===== config.mk =====
export PLATFORM = sky130hd
export DESIGN_NAME = rtg_front_flat
export DESIGN_NICKNAME = d
export VERILOG_FILES = /design/src/rtl/reference_trajectory_generator_unit_defines.svh /design/src/rtl/rtg_pkg.sv /design/src/rtl/rtg_if.sv /design/src/rtl/rtg_front.sv /design/src/flat_wrapper.sv
export SDC_FILE = /design/constraint.sdc
export NUM_CORES = 1
export LEC_CHECK = 0
export BUFFER_PORTS_ARGS = -buffer_cell sky130_fd_sc_hd__buf_2
export CAP_MARGIN = 5
export CORE_MARGIN = 10
export CORE_UTILIZATION = 55
export CTS_CLUSTER_DIAMETER = 40
export CTS_CLUSTER_SIZE = 8
export DETAILED_ROUTE_END_ITERATION = 8
export PLACE_DENSITY = 0.83
export SLEW_MARGIN = 20
export SYNTH_ARGS = -nofsm -noshare
export SYNTH_HDL_FRONTEND = slang
export SYNTH_SLANG_ARGS = --single-unit
export TNS_END_PERCENT = 100

===== constraint.sdc =====
create_clock -name clock -period 10.6 [get_ports clock]
set_input_delay 2.12 -clock clock [delete_from_list [all_inputs] [get_ports clock]]
set_output_delay 2.12 -clock clock [all_outputs]
set_load 0.005 [all_outputs]

===== src/rtl/reference_trajectory_generator_unit_defines.svh =====
// Assertion macros shared by the reference trajectory generator RTL.
// Included by the files that carry concurrent checks; no other dependencies.
`ifndef REFERENCE_TRAJECTORY_GENERATOR_UNIT_DEFINES_SVH
`define REFERENCE_TRAJECTORY_GENERATOR_UNIT_DEFINES_SVH
`ifndef SYNTHESIS
`define RTG_ASSERT_IMPLIES(lbl, clk, rst, ante, cons) \
   lbl: assert property (@(posedge clk) disable iff (rst) (ante) |-> (cons)) \
      else $error("same-cycle implication check failed");
`define RTG_ASSERT_NEXT(lbl, clk, rst, ante, cons) \
   lbl: assert property (@(posedge clk) disable iff (rst) (ante) |=> (cons)) \
      else $error("next-cycle implication check failed");
`else
`define RTG_ASSERT_IMPLIES(lbl, clk, rst, ante, cons)
`define RTG_ASSERT_NEXT(lbl, clk, rst, ante, cons)
`endif
`endif


===== src/rtl/rtg_pkg.sv =====
// Shared types, codes and helper functions of the reference trajectory generator.
// No dependencies; rtg_front, rtg_back and the top level import this package.
`default_nettype none
package rtg_pkg;

   localparam int TABLE_DEPTH_DEF    = 1024;
   localparam int SINE_ROM_DEPTH_DEF = 256;
   localparam int QUEUE_DEPTH        = 2;
   localparam logic [63:0] HALF_PI_Q30 = 64'd1686629713;

   localparam int CSR_INDEX_W = 3;
   localparam int CSR_DATA_W  = 32;

   localparam logic [CSR_INDEX_W-1:0] CSR_MODE          = 3'd0;
   localparam logic [CSR_INDEX_W-1:0] CSR_AMPLITUDE     = 3'd1;
   localparam logic [CSR_INDEX_W-1:0] CSR_PHASE_STEP    = 3'd2;
   localparam logic [CSR_INDEX_W-1:0] CSR_STEP_DELAY    = 3'd3;
   localparam logic [CSR_INDEX_W-1:0] CSR_TABLE_LENGTH  = 3'd4;

   localparam logic [1:0] FUNC_TICK     = 2'd0;
   localparam logic [1:0] FUNC_TABLE_WR = 2'd1;
   localparam logic [1:0] FUNC_COEF_WR  = 2'd2;
   localparam logic [1:0] FUNC_CLEAR    = 2'd3;

   localparam logic [2:0] MODE_ZERO  = 3'd0;
   localparam logic [2:0] MODE_CONST = 3'd1;
   localparam logic [2:0] MODE_SINE  = 3'd2;
   localparam logic [2:0] MODE_FILT  = 3'd3;
   localparam logic [2:0] MODE_STEP  = 3'd4;
   localparam logic [2:0] MODE_TABLE = 3'd5;

   localparam int NUM_COEFS = 9;
   localparam int COEF_W    = 4;
   localparam logic [COEF_W-1:0] COEF_A11 = 4'd0;
   localparam logic [COEF_W-1:0] COEF_A12 = 4'd1;
   localparam logic [COEF_W-1:0] COEF_A21 = 4'd2;
   localparam logic [COEF_W-1:0] COEF_A22 = 4'd3;
   localparam logic [COEF_W-1:0] COEF_B1  = 4'd4;
   localparam logic [COEF_W-1:0] COEF_B2  = 4'd5;
   localparam logic [COEF_W-1:0] COEF_C1  = 4'd6;
   localparam logic [COEF_W-1:0] COEF_C2  = 4'd7;
   localparam logic [COEF_W-1:0] COEF_D   = 4'd8;

   typedef enum logic [1:0] {OP_TICK, OP_TABLE_WR, OP_COEF_WR, OP_CLEAR} op_type;

   typedef struct packed {
      op_type             op;
      logic [9:0]         index;
      logic signed [15:0] value;
   } queue_entry_type;

   typedef struct packed {
      logic [2:0]         mode;
      logic signed [15:0] amplitude;
      logic [31:0]        phase_step;
      logic [31:0]        step_delay_ticks;
      logic [10:0]        table_length;
   } config_type;

   typedef enum logic [2:0] {
      BK_IDLE, BK_PHASE, BK_ROM, BK_SINE, BK_TABLE, BK_SCALE, BK_FILT
   } back_state_type;

   function automatic logic signed [15:0] sat16(input logic signed [49:0] x);
      if (x > 50'sd32767) return 16'sh7FFF;
      if (x < -50'sd32768) return 16'sh8000;
      return x[15:0];
   endfunction

   function automatic logic signed [31:0] sat32(input logic signed [49:0] x);
      if (x > 50'sd2147483647) return 32'sh7FFF_FFFF;
      if (x < -50'sd2147483648) return 32'sh8000_0000;
      return x[31:0];
   endfunction

   // Filter product order: output row, then first state row, then second state row.
   function automatic logic [COEF_W-1:0] term_coef(input logic [3:0] t);
      case (t)
         4'd0: return COEF_C1;
         4'd1: return COEF_C2;
         4'd2: return COEF_D;
         4'd3: return COEF_A11;
         4'd4: return COEF_A12;
         4'd5: return COEF_B1;
         4'd6: return COEF_A21;
         4'd7: return COEF_A22;
         4'd8: return COEF_B2;
         default: return COEF_C1;
      endcase
   endfunction

   // Position within a row: 0 first state, 1 second state, 2 input.
   function automatic logic [1:0] term_pos(input logic [3:0] t);
      case (t)
         4'd0, 4'd3, 4'd6: return 2'd0;
         4'd1, 4'd4, 4'd7: return 2'd1;
         default:          return 2'd2;
      endcase
   endfunction

   function automatic logic [1:0] term_group(input logic [3:0] t);
      case (t)
         4'd0, 4'd1, 4'd2: return 2'd0;
         4'd3, 4'd4, 4'd5: return 2'd1;
         default:          return 2'd2;
      endcase
   endfunction

endpackage
`default_nettype wire


===== src/rtl/rtg_if.sv =====
// Valid/ready channel interfaces for the request and response sides.
// Depends on nothing but the language; used by the top level and its children.
`default_nettype none
interface rtg_req_if;
   logic               valid;
   logic               ready;
   logic [1:0]         func;
   logic [9:0]         index;
   logic signed [15:0] value;
   modport source (output valid, func, index, value, input ready);
   modport sink   (input valid, func, index, value, output ready);
endinterface

`default_nettype wire


===== src/rtl/rtg_front.sv =====
// Front end: accepts request items, drops writes that address nothing, and queues the rest.
// Depends on rtg_pkg and rtg_req_if.
`default_nettype none
module rtg_front
   import rtg_pkg::*;
#(
   parameter int TABLE_DEPTH = TABLE_DEPTH_DEF
) (
   input  wire logic      clock,
   input  wire logic      reset,
   rtg_req_if.sink        req_ch,
   output queue_entry_type head,
   output logic           head_valid,
   input  wire logic      head_pop
);
   localparam int QAW = (QUEUE_DEPTH > 1) ? $clog2(QUEUE_DEPTH) : 1;
   localparam int QCW = $clog2(QUEUE_DEPTH + 1);

   queue_entry_type entries_ff [QUEUE_DEPTH];
   logic [QAW-1:0]  wr_ptr_ff, wr_ptr_in;
   logic [QAW-1:0]  rd_ptr_ff, rd_ptr_in;
   logic [QCW-1:0]  count_ff, count_in;
   queue_entry_type incoming;
   logic            keep;
   logic            push;
   logic            pop;

   always_comb begin
      incoming.index = req_ch.index;
      incoming.value = req_ch.value;
      case (req_ch.func)
         FUNC_TICK: begin
            incoming.op = OP_TICK;
            keep        = 1'b1;
         end
         FUNC_TABLE_WR: begin
            incoming.op = OP_TABLE_WR;
            keep        = (32'(req_ch.index) < TABLE_DEPTH);
         end
         FUNC_COEF_WR: begin
            incoming.op = OP_COEF_WR;
            keep        = (32'(req_ch.index) < NUM_COEFS);
         end
         FUNC_CLEAR: begin
            incoming.op = OP_CLEAR;
            keep        = 1'b1;
         end
         default: begin
            incoming.op = OP_TICK;
            keep        = 1'b1;
         end
      endcase
   end

   assign req_ch.ready = (count_ff != QCW'(QUEUE_DEPTH));
   assign push = req_ch.valid && req_ch.ready && keep;
   assign pop  = head_pop && head_valid;
   assign head_valid = (count_ff != '0);
   assign head = entries_ff[rd_ptr_ff];

   always_comb begin
      wr_ptr_in = wr_ptr_ff;
      rd_ptr_in = rd_ptr_ff;
      count_in  = count_ff;
      if (push) begin
         wr_ptr_in = (wr_ptr_ff == QAW'(QUEUE_DEPTH - 1)) ? '0 : wr_ptr_ff + 1'b1;
      end
      if (pop) begin
         rd_ptr_in = (rd_ptr_ff == QAW'(QUEUE_DEPTH - 1)) ? '0 : rd_ptr_ff + 1'b1;
      end
      if (push && !pop) begin
         count_in = count_ff + 1'b1;
      end else if (pop && !push) begin
         count_in = count_ff - 1'b1;
      end
   end

   always_ff @(posedge clock) begin
      if (reset) begin
         wr_ptr_ff <= '0;
         rd_ptr_ff <= '0;
         count_ff  <= '0;
      end else begin
         wr_ptr_ff <= wr_ptr_in;
         rd_ptr_ff <= rd_ptr_in;
         count_ff  <= count_in;
      end
   end

   always_ff @(posedge clock) begin
      if (push) begin
         entries_ff[wr_ptr_ff] <= incoming;
      end
   end
endmodule
`default_nettype wire


===== src/flat_wrapper.sv =====
// flat-port wrapper written by rule: the top's interface ports become plain ports
module rtg_front_flat import rtg_pkg::*;
#(
   parameter int TABLE_DEPTH = TABLE_DEPTH_DEF
)
  (clock, reset, head, head_valid, head_pop, req_ch_valid, req_ch_func, req_ch_index, req_ch_value, req_ch_ready);
  rtg_req_if req_ch_i ();
  input  wire logic clock;
  input  wire logic reset;
  output queue_entry_type head;
  output logic head_valid;
  input  wire logic head_pop;
  input wire logic [$bits(req_ch_i.valid)-1:0] req_ch_valid;
  input wire logic [$bits(req_ch_i.func)-1:0] req_ch_func;
  input wire logic [$bits(req_ch_i.index)-1:0] req_ch_index;
  input wire logic [$bits(req_ch_i.value)-1:0] req_ch_value;
  output wire logic [$bits(req_ch_i.ready)-1:0] req_ch_ready;
  assign req_ch_i.valid = req_ch_valid;
  assign req_ch_i.func = req_ch_func;
  assign req_ch_i.index = req_ch_index;
  assign req_ch_i.value = req_ch_value;
  assign req_ch_ready = req_ch_i.ready;
  rtg_front #(.TABLE_DEPTH(TABLE_DEPTH)) u_core (.clock(clock), .reset(reset), .req_ch(req_ch_i), .head(head), .head_valid(head_valid), .head_pop(head_pop));
endmodule

==> impl_metrics.env, run 1 <==
export IMPL_criticalPathCategory="in -> reg"
export IMPL_rows=23
export IMPL_grt_max_degree=29
export IMPL_synth_top_area_share_pct=73.5
export IMPL_grt_busiest_layer="met2"
export IMPL_gp_congestion=0.765
export IMPL_grt_ovfl_total=0
export IMPL_core_area_um2=4000
export IMPL_place_port_buffers=61
export IMPL_die_area_um2=7140
export IMPL_drtPass1Iterations=4
export IMPL_numCtsBuffers=9
export IMPL_p_per_area_nw_per_um2=236
export IMPL_final_cells=240
export IMPL_clock_skew_final_ns=0.00529
export IMPL_setup_violations_final=0
export IMPL_dieWidth_um=84.5
export IMPL_crit_path_end_kind="flip-flop"
export IMPL_use_met1_pct=12.6
export IMPL_layout_setup_ws_ns=6.61
export IMPL_syn_inst=117
export IMPL_globalRouteMet2Util_pct=22.2
export IMPL_avgSynthCellArea_um2=19.5
export IMPL_vias=1236
export IMPL_grt_first_pass_wirelength_um=7020
export IMPL_async_flop_share_pct=0
export IMPL_p_total_mw=0.677
export IMPL_maxCapViolCount=0
export IMPL_timing_final_crit_share_pct=37.6
export IMPL_hpwl_um=3200
export IMPL_ys_flop_type="edfxtp_1"
export IMPL_yosys_warnings=0
export IMPL_tightestPinTransition_ns=0.645
export IMPL_clock_latency_ns=0.32
export IMPL_antenna_left=0
export IMPL_dp_cells=224
export IMPL_fmax_mhz=251
export IMPL_dp_slack_ns=6.27
export IMPL_fin_nets=218
export IMPL_drt_initial_drc_count=84
export IMPL_syn_nets=150
export IMPL_ys_types=22
export IMPL_ys_ff_latch=61
export IMPL_seq_power_share_pct=47.6
export IMPL_cts_tree="yes"
export IMPL_route_detailed_drc=0
export IMPL_finalHoldViolCount=0
export IMPL_grt_setup_unrepaired="false"
export IMPL_p_sw_mw=0.168
export IMPL_yosysTopAreaCell="edfxtp_1"
export IMPL_p_sw_share_pct=24.8
export IMPL_routed_via_density=5.15
export IMPL_grt_pass1_vias=1429
export IMPL_ys_seq_area_share_pct=77.9
export IMPL_track_usage_pct=12.6
export IMPL_layout_commonest_cell="buf_2"
export IMPL_cts_clk_slew_worst_paths_ns=0.06
export IMPL_num_io_pins=62
export IMPL_status="completed"
export IMPL_synthesis_area_um2=2290
export IMPL_drive_gt1_share_pct=59.5
export IMPL_slew_headroom_pct=57.0
export IMPL_setup_tns_ns=0
export IMPL_irDropWorstVdd_mv=0.134
export IMPL_post_cts_resized=0
export IMPL_wl_per_cell_um=18.6
export IMPL_seq_area_um2=1780
export IMPL_synth_edf_count=56
export IMPL_min_period_ns=3.99
export IMPL_htree_levels=3
export IMPL_p_comb_share_pct=20.3
export IMPL_startpoint_type="input pin"
export IMPL_multi_input_area_um2=489
export IMPL_clock_path_buffers=2
export IMPL_cts_root_buf="clkbuf_8"
export IMPL_antenna_found_initial=0
export IMPL_grtUsageMet3_pct=5.31
export IMPL_arrival_ns=3.98
export IMPL_postCtsHoldBufs=0
export IMPL_final_cell_mix="buf_2, edfxtp_1, mux2_2"
export IMPL_synthToLayoutAreaGrowth_pct=25.2
export IMPL_fp_dieH_um=84.5
export IMPL_clkPwrFrac_pct=32.1
export IMPL_fill_cells=269
export IMPL_antenna_cells=0
export IMPL_clock_sinks=61
export IMPL_hold_path_class="reg -> reg"
export IMPL_synth_area_leaders="edfxtp_1, mux2_2, dfxtp_1, xor2_1, nor2b_1"
export IMPL_drt_total_wl_um=4460
export IMPL_start_util_pct=57.2
export IMPL_cp_required_ns=10.60
export IMPL_postCtsSetupBuffers=0
export IMPL_cellLeakagePower_nw=1.07
export IMPL_crit_fanout=23
export IMPL_intPower_mw=0.509
export IMPL_slew_violations=0
==> cell usage after synthesis, types with 2 or more instances <==
master    count
buf_1         2
mux2_2       28
edfxtp_1     56
clkbuf_1      2
nor2_1        4
xor2_1        3
dfxtp_1       5
nor2b_1       3
==> routing by layer <==
layer	wire length, um	part of all wire (%)	up-vias
met5	0	0	-
met4	46	1.0	0
met3	309	6.9	5
met2	2300	52	50
met1	1810	40	596
li1	-	-	585
==> logic make-up after synthesis <==
family / Yosys count / share of synthesized area, %
fa+ha+maj: 1 / 0.547
mux: 29 / 14.4
flops: 61 / 77.9
buf+inv: 5 / 0.875
compound gates: 4 / 1.37
simple gates: 14 / 3.72
xor+xnor: 3 / 1.15
==> flip-flops by register name, summed over array words and instances (netlist names), named ones only <==
| signal | cells |
|---|---|
| u_core.count_ff | 2 |
| u_core.rd_ptr_ff | 1 |
| u_core.wr_ptr_ff | 1 |
| u_core.entries_ff | 56 |
==> final cells by class <==
type                            count  area share (%)
Clock inverter                      6            3.06
Clock buffer                       10            4.46
Timing Repair Buffer               62            10.9
Multi-Input combinational cell     51            17.1
Tap cell                           50            2.19
Sequential cell                    61            62.3
==> final timing paths <==
kind | from | end | slack, ns | cells past startpoint
max | req_ch_index[9] | u_core.entries_ff[0][17]$_DFFE_PP_ | 6.61 | 6
min | u_core.rd_ptr_ff$_SDFFE_PP0P_ | u_core.rd_ptr_ff$_SDFFE_PP0P_ | 0.53 | 2
max reg2reg | u_core.count_ff[0]$_SDFFE_PP0P_ | u_core.entries_ff[0][17]$_DFFE_PP_ | 8.77 | 4
min reg2reg | u_core.rd_ptr_ff$_SDFFE_PP0P_ | u_core.rd_ptr_ff$_SDFFE_PP0P_ | 0.53 | 2
==> power groups by stage <==
stage | clock network, mW | logic (mW) | registers, mW
finish | 0.217 | 0.137 | 0.322
global route | 0.232 | 0.152 | 0.327
CTS | 0.221 | 0.141 | 0.324
detailed placement | 0 | 0.139 | 0.328
global placement | 0 | 0.136 | 0.325
floorplan | 0 | 0.0943 | 0.309
==> critical path: stages <==
cell and delay (ns):
buf_2 0.11, or4_4 0.55, o31ai_2 0.22, and4_4 0.29
nor2b_2 0.32, buf_4 0.37
==> per-stage QoR <==
step	cell area, um2	util [%]	hold slack [ns]
floorplan	2290	-	0.461
global placement	2650	66.1	0.479
detailed placement	2650	66.2	0.498
CTS	2860	71.6	0.536
global route	2860	71.6	0.578
finish	2860	71.6	0.531
Power figures use the tool's default switching activity.
==> run 2, diff against run 1 <==
--- a/config.mk
+++ b/config.mk
@@ -8,11 +8,11 @@
 export BUFFER_PORTS_ARGS = -buffer_cell sky130_fd_sc_hd__buf_2
 export CAP_MARGIN = 5
 export CORE_MARGIN = 10
-export CORE_UTILIZATION = 55
+export CORE_UTILIZATION = 51
 export CTS_CLUSTER_DIAMETER = 40
 export CTS_CLUSTER_SIZE = 8
 export DETAILED_ROUTE_END_ITERATION = 8
-export PLACE_DENSITY = 0.83
+export PLACE_DENSITY = 0.78
 export SLEW_MARGIN = 20
 export SYNTH_ARGS = -nofsm -noshare
 export SYNTH_HDL_FRONTEND = slang
==> constraint.sdc (replaced) <==
create_clock -name clock -period 3.75 [get_ports clock]
set_input_delay 0.75 -clock clock [delete_from_list [all_inputs] [get_ports clock]]
set_output_delay 0.75 -clock clock [all_outputs]
set_load 0.005 [all_outputs]
==> run 2 against run 1 <==
  * Flip-flop and latch count did not move
  * Hold slack got worse by 0.018 ns
  * Cell count rose by 2.1%
  * Core utilization fell by 5.6 points
  * Combinational power rose to 3.1 times the previous value
  * Sequential share of layout area fell by 0.26 points
  * Setup slack got worse by 5.4 ns
  * Clock power rose to 2.5 times the previous value
  * Largest cell class unchanged
==> impl_metrics.env, run 2 (synthesis results as in run 1) <==
export IMPL_wl_per_cell_um=17.9
export IMPL_clock_latency_ns=0.33
export IMPL_p_comb_share_pct=22.8
export IMPL_crit_slowest_cell="dfxtp_1"
export IMPL_grtUsageMet3_pct=5.34
export IMPL_final_cell_mix="buf_2, edfxtp_1, mux2_2"
export IMPL_placed_area_um2=2680
export IMPL_antenna_cells=0
export IMPL_stdcell_area_um2=2870
export IMPL_crit_path_end_kind="primary output"
export IMPL_slew_headroom_pct=64.3
export IMPL_rows=24
export IMPL_fin_nets=221
export IMPL_vias=1237
export IMPL_setup_violations_final=0
export IMPL_drive_gt1_share_pct=59.1
export IMPL_grt_ovfl_total=0
export IMPL_postCtsSetupBuffers=0
export IMPL_layout_commonest_cell="buf_2"
export IMPL_top_regs="u_core.entries_ff: 56 flops, u_core.count_ff: 2 flops"
export IMPL_regMostFlops="u_core.entries_ff"
export IMPL_cp_required_ns=3.00
export IMPL_maxCapViolCount=0
export IMPL_core_area_um2=4350
export IMPL_fmax_mhz=388
export IMPL_clock_skew_final_ns=0.00490
export IMPL_cp_cell_sequence="buf_4 -> mux2_2 -> buf_2"
export IMPL_crit_fanout=16
export IMPL_dp_cells=229
export IMPL_p_per_area_nw_per_um2=646
export IMPL_clock_path_buffers=2
export IMPL_final_cells=245
export IMPL_grt_first_pass_wirelength_um=6640
export IMPL_cellLeakagePower_nw=1.08
export IMPL_intPower_mw=1.38
export IMPL_slew_violations=0
export IMPL_routed_via_density=5.05
export IMPL_hpwl_um=3200
export IMPL_p_total_mw=1.86
export IMPL_setup_tns_ns=0
export IMPL_cts_clk_slew_worst_paths_ns=0.07
export IMPL_antenna_found_initial=0
export IMPL_postCtsHoldBufs=0
export IMPL_clkPwrFrac_pct=29.5
export IMPL_cts_root_buf="clkbuf_8"
export IMPL_grt_pass1_vias=1350
export IMPL_startpoint_type="flip-flop"
export IMPL_status="completed"
export IMPL_num_io_pins=62
export IMPL_finalHoldViolCount=0
export IMPL_fp_dieH_um=87.0
export IMPL_p_sw_mw=0.478
export IMPL_criticalPathCategory="reg -> out"
export IMPL_min_period_ns=2.58
export IMPL_drtPass1Iterations=4
export IMPL_hold_path_class="reg -> reg"
export IMPL_dieWidth_um=87.0
export IMPL_arrival_ns=1.83
export IMPL_drt_total_wl_um=4390
export IMPL_dp_slack_ns=0.918
export IMPL_drt_initial_drc_count=85
export IMPL_numCtsBuffers=9
export IMPL_grt_setup_unrepaired="false"
export IMPL_irDropWorstVdd_mv=0.345
export IMPL_tightestPinTransition_ns=0.534
export IMPL_clock_sinks=61
export IMPL_track_usage_pct=11.7
export IMPL_largest_reg_flops=56
export IMPL_cts_tree="yes"
export IMPL_route_detailed_drc=0
export IMPL_gp_congestion=0.709
export IMPL_slowest_delay_ns=0.66
export IMPL_timing_final_crit_share_pct=68.8
export IMPL_p_sw_share_pct=25.8
export IMPL_layout_setup_ws_ns=1.17
export IMPL_post_cts_resized=0
export IMPL_seq_power_share_pct=47.7
export IMPL_antenna_left=0
export IMPL_place_port_buffers=61
export IMPL_grt_busiest_layer="met2"
export IMPL_start_util_pct=52.5
export IMPL_synthToLayoutAreaGrowth_pct=25.6
export IMPL_globalRouteMet2Util_pct=18.3
export IMPL_use_met1_pct=12.8
export IMPL_grt_max_degree=20
export IMPL_htree_levels=3
export IMPL_fill_cells=290
export IMPL_die_area_um2=7560
-- run 2: cell types whose count changed in the layout (fill, tap and decap cells not counted), sizes merged --
cell	previous run	this run
buf	62	65
bufinv	2	1
clkbuf	10	9
clkinv	1	3
-- run 2: through the flow --
step	hold slack (ns)	utilization [%]
finish	0.512	66.0
global route	0.549	66.0
CTS	0.509	66.0
detailed placement	0.493	61.6
global placement	0.481	61.6
floorplan	0.461	-
-- run 2: worst max-delay path, delay by kind of cell, from the launching register on --
kind     cells  cell delay, ns
flops        1            0.66
mux          1            0.38
buf+inv      2            0.47
-- run 2: metal layers --
| metal | up-vias | share of wire (%) | routed length (um) |
|---|---|---|---|
| met3 | 6 | 9.3 | 408 |
| met2 | 46 | 49 | 2170 |
| li1 | 596 | - | - |
| met5 | - | 0 | 0 |
| met4 | 0 | 1.6 | 68 |
| met1 | 589 | 40 | 1740 |
-- run 2: worst paths after layout --
kind | startpoint | to | slack (ns) | cells past startpoint
max reg2reg | u_core.count_ff[0]$_SDFFE_PP0P_ | u_core.entries_ff[1][17]$_DFFE_PP_ | 1.96 | 4
min | u_core.rd_ptr_ff$_SDFFE_PP0P_ | u_core.rd_ptr_ff$_SDFFE_PP0P_ | 0.51 | 2
min reg2reg | u_core.rd_ptr_ff$_SDFFE_PP0P_ | u_core.rd_ptr_ff$_SDFFE_PP0P_ | 0.51 | 2
max | flip-flop | head[23] | 1.17 | 3
-- run 2: cell type report --
| type | instances | area (um2) | area share (%) |
|---|---|---|---|
| Clock buffer | 9 | 124 | 4.31 |
| Clock inverter | 7 | 66.3 | 2.31 |
| Timing Repair Buffer | 65 | 348 | 12.1 |
| Tap cell | 52 | 65.1 | 2.26 |
| Sequential cell | 61 | 1780 | 62.0 |
| Multi-Input combinational cell | 51 | 488 | 17.0 |
-- run 2: power by group through the flow --
stage          Combinational (mW)  Clock (mW)  Sequential [mW]
6_report                    0.423       0.547            0.885
2_1_floorplan               0.267           0            0.873
3_5_place_dp                0.431           0            0.900
5_1_grt                     0.466       0.590            0.896
4_1_cts                     0.436       0.560            0.886
3_3_place_gp                0.419           0            0.895
==> run 3, diff against run 2 <==
==> constraint.sdc (replaced) <==
create_clock -name clock -period 2.4 [get_ports clock]
set_input_delay 0.48 -clock clock [delete_from_list [all_inputs] [get_ports clock]]
set_output_delay 0.48 -clock clock [all_outputs]
set_load 0.005 [all_outputs]
==> run 3 against run 2 <==
  * Critical path depth grew 4
  * Via count up 1.8%
  * Die area is the same
  * Setup slack lost 0.82 ns
  * Core utilization is 1.3 points higher
  * Register-to-register slack worse by 1.2 ns
  * Power increased by 63%
  * Combinational power rose by 73%
  * Hold slack lost 0.18 ns
  * Sequential power is 54% higher
  * Global-route usage is 0.57 points higher
  * Sequential share of layout area down 1.2 points
  * Critical endpoint is now u_core.count_ff[1]$_SDFFE_PP0P_
==> impl_metrics.env, run 3 (synthesis results as in run 1) <==
export IMPL_status="completed"
export IMPL_clock_sinks=61
export IMPL_crit_fanout=4
export IMPL_cellLeakagePower_nw=1.12
export IMPL_slew_headroom_pct=70.5
export IMPL_p_sw_share_pct=24.5
export IMPL_clock_skew_final_ns=0.00553
export IMPL_dieWidth_um=87.0
export IMPL_fp_dieH_um=87.0
export IMPL_start_util_pct=52.5
export IMPL_vias=1259
export IMPL_setup_violations_final=0
export IMPL_cts_root_buf="clkbuf_8"
export IMPL_finalHoldViolCount=0
export IMPL_final_cell_mix="buf_2, edfxtp_1, mux2_2"
export IMPL_die_area_um2=7560
export IMPL_core_area_um2=4350
export IMPL_drt_total_wl_um=4470
export IMPL_final_cells=248
export IMPL_timing_final_crit_share_pct=85.5
export IMPL_wl_per_cell_um=18.0
export IMPL_drt_initial_drc_count=68
export IMPL_clkPwrFrac_pct=31.1
export IMPL_p_sw_mw=0.741
export IMPL_postCtsHoldBufs=0
export IMPL_num_io_pins=62
export IMPL_tightestPinTransition_ns=0.436
export IMPL_dp_cells=232
export IMPL_hpwl_um=3180
export IMPL_intPower_mw=2.28
export IMPL_min_period_ns=2.05
export IMPL_reg2reg_depth=5
export IMPL_setup_tns_ns=0
export IMPL_gp_congestion=0.700
export IMPL_grt_setup_unrepaired="false"
export IMPL_htree_levels=3
export IMPL_irDropWorstVdd_mv=0.792
export IMPL_drtPass1Iterations=4
export IMPL_startpoint_type="input pin"
export IMPL_antenna_cells=0
export IMPL_cts_tree="yes"
export IMPL_crit_path_end_kind="flip-flop"
export IMPL_postCtsSetupBuffers=0
export IMPL_slew_violations=0
export IMPL_criticalPathCategory="in -> reg"
export IMPL_grt_pass1_vias=1431
export IMPL_maxCapViolCount=0
export IMPL_route_detailed_drc=0
export IMPL_grt_ovfl_total=0
export IMPL_antenna_found_initial=0
export IMPL_min_path_cells=1
export IMPL_drive_gt1_share_pct=59.2
export IMPL_seq_power_share_pct=44.8
export IMPL_grt_max_degree=22
export IMPL_top_regs="u_core.entries_ff: 56 flops, u_core.count_ff: 2 flops"
export IMPL_antenna_left=0
export IMPL_synthToLayoutAreaGrowth_pct=28.1
export IMPL_numCtsBuffers=9
export IMPL_clock_path_buffers=2
export IMPL_hold_path_class="in -> reg"
export IMPL_p_per_area_nw_per_um2=1030
export IMPL_cts_clk_slew_worst_paths_ns=0.06
export IMPL_fmax_mhz=487
export IMPL_stdcell_area_um2=2930
export IMPL_fin_nets=224
export IMPL_layout_commonest_cell="buf_2"
export IMPL_place_port_buffers=61
export IMPL_cp_required_ns=2.67
export IMPL_track_usage_pct=12.3
export IMPL_largest_reg_flops=56
export IMPL_regMostFlops="u_core.entries_ff"
export IMPL_p_total_mw=3.02
export IMPL_clock_latency_ns=0.33
export IMPL_routed_via_density=5.08
export IMPL_p_comb_share_pct=24.1
export IMPL_arrival_ns=2.32
export IMPL_rows=24
export IMPL_post_cts_resized=0
export IMPL_placed_area_um2=2720
export IMPL_grt_first_pass_wirelength_um=6910
-- run 3: cell count changes in the layout (fill, tap and decap cells not counted), sizes merged --
cell,delta
clkbuf,+1
buf,+3
clkinvlp,-3
clkinv,+1
bufinv,+1
-- run 3: per-layer routing --
| metal | part of all wire, % | track usage [%] | wire length (um) |
|---|---|---|---|
| met5 | 0 | 0 | 0 |
| met2 | 53 | 20.6 | 2350 |
| met1 | 38 | 12.1 | 1680 |
| met3 | 9.8 | 6.65 | 436 |
| met4 | 0.067 | 5.74 | 3 |
-- run 3: layout make-up --
class | count | area [um2]
flip-flops and latches | 61 | 1780
fillers | 302 | 1430
multi-input cells | 51 | 494
repair buffers | 68 | 383
clock buffers | 10 | 128
clock inverters | 6 | 77.6
well taps | 52 | 65.1
-- run 3: critical path: stages --
cell and delay, ns:
buf_2 0.11, or4_4 0.53, o31ai_2 0.18, and4_4 0.28, ha_1 0.25, or3_1 0.35
a21oi_1 0.14
-- run 3: metrics by stage --
step | hold slack (ns) | worst slack (ns) | utilization, %
2_1_floorplan | 0.461 | 0.0869 | -
3_3_place_gp | 0.481 | 0.0567 | 62.6
3_5_place_dp | 0.493 | 0.0165 | 62.6
4_1_cts | 0.316 | 0.362 | 67.3
5_1_grt | 0.310 | 0.293 | 67.3
6_report | 0.336 | 0.349 | 67.3
-- run 3: power groups by stage --
| stage | clock, mW | sequential, mW | combinational (mW) |
|---|---|---|---|
| final | 0.939 | 1.36 | 0.730 |
| after global routing | 1.02 | 1.37 | 0.812 |
| after CTS | 0.964 | 1.36 | 0.753 |
| after detailed placement | 0 | 1.38 | 0.742 |
| after global placement | 0 | 1.37 | 0.718 |
| after floorplan | 0 | 1.36 | 0.420 |
-- run 3: path summary, 6_finish.rpt --
check,start,to,slack [ns]
setup / recovery,req_ch_index[9],u_core.count_ff[1]$_SDFFE_PP0P_,0.35
hold / removal,req_ch_value[0],u_core.entries_ff[0][0]$_DFFE_PP_,0.34
setup reg to reg,u_core.count_ff[0]$_SDFFE_PP0P_,u_core.count_ff[1]$_SDFFE_PP0P_,0.81
hold reg to reg,u_core.count_ff[1]$_SDFFE_PP0P_,u_core.count_ff[1]$_SDFFE_PP0P_,0.51
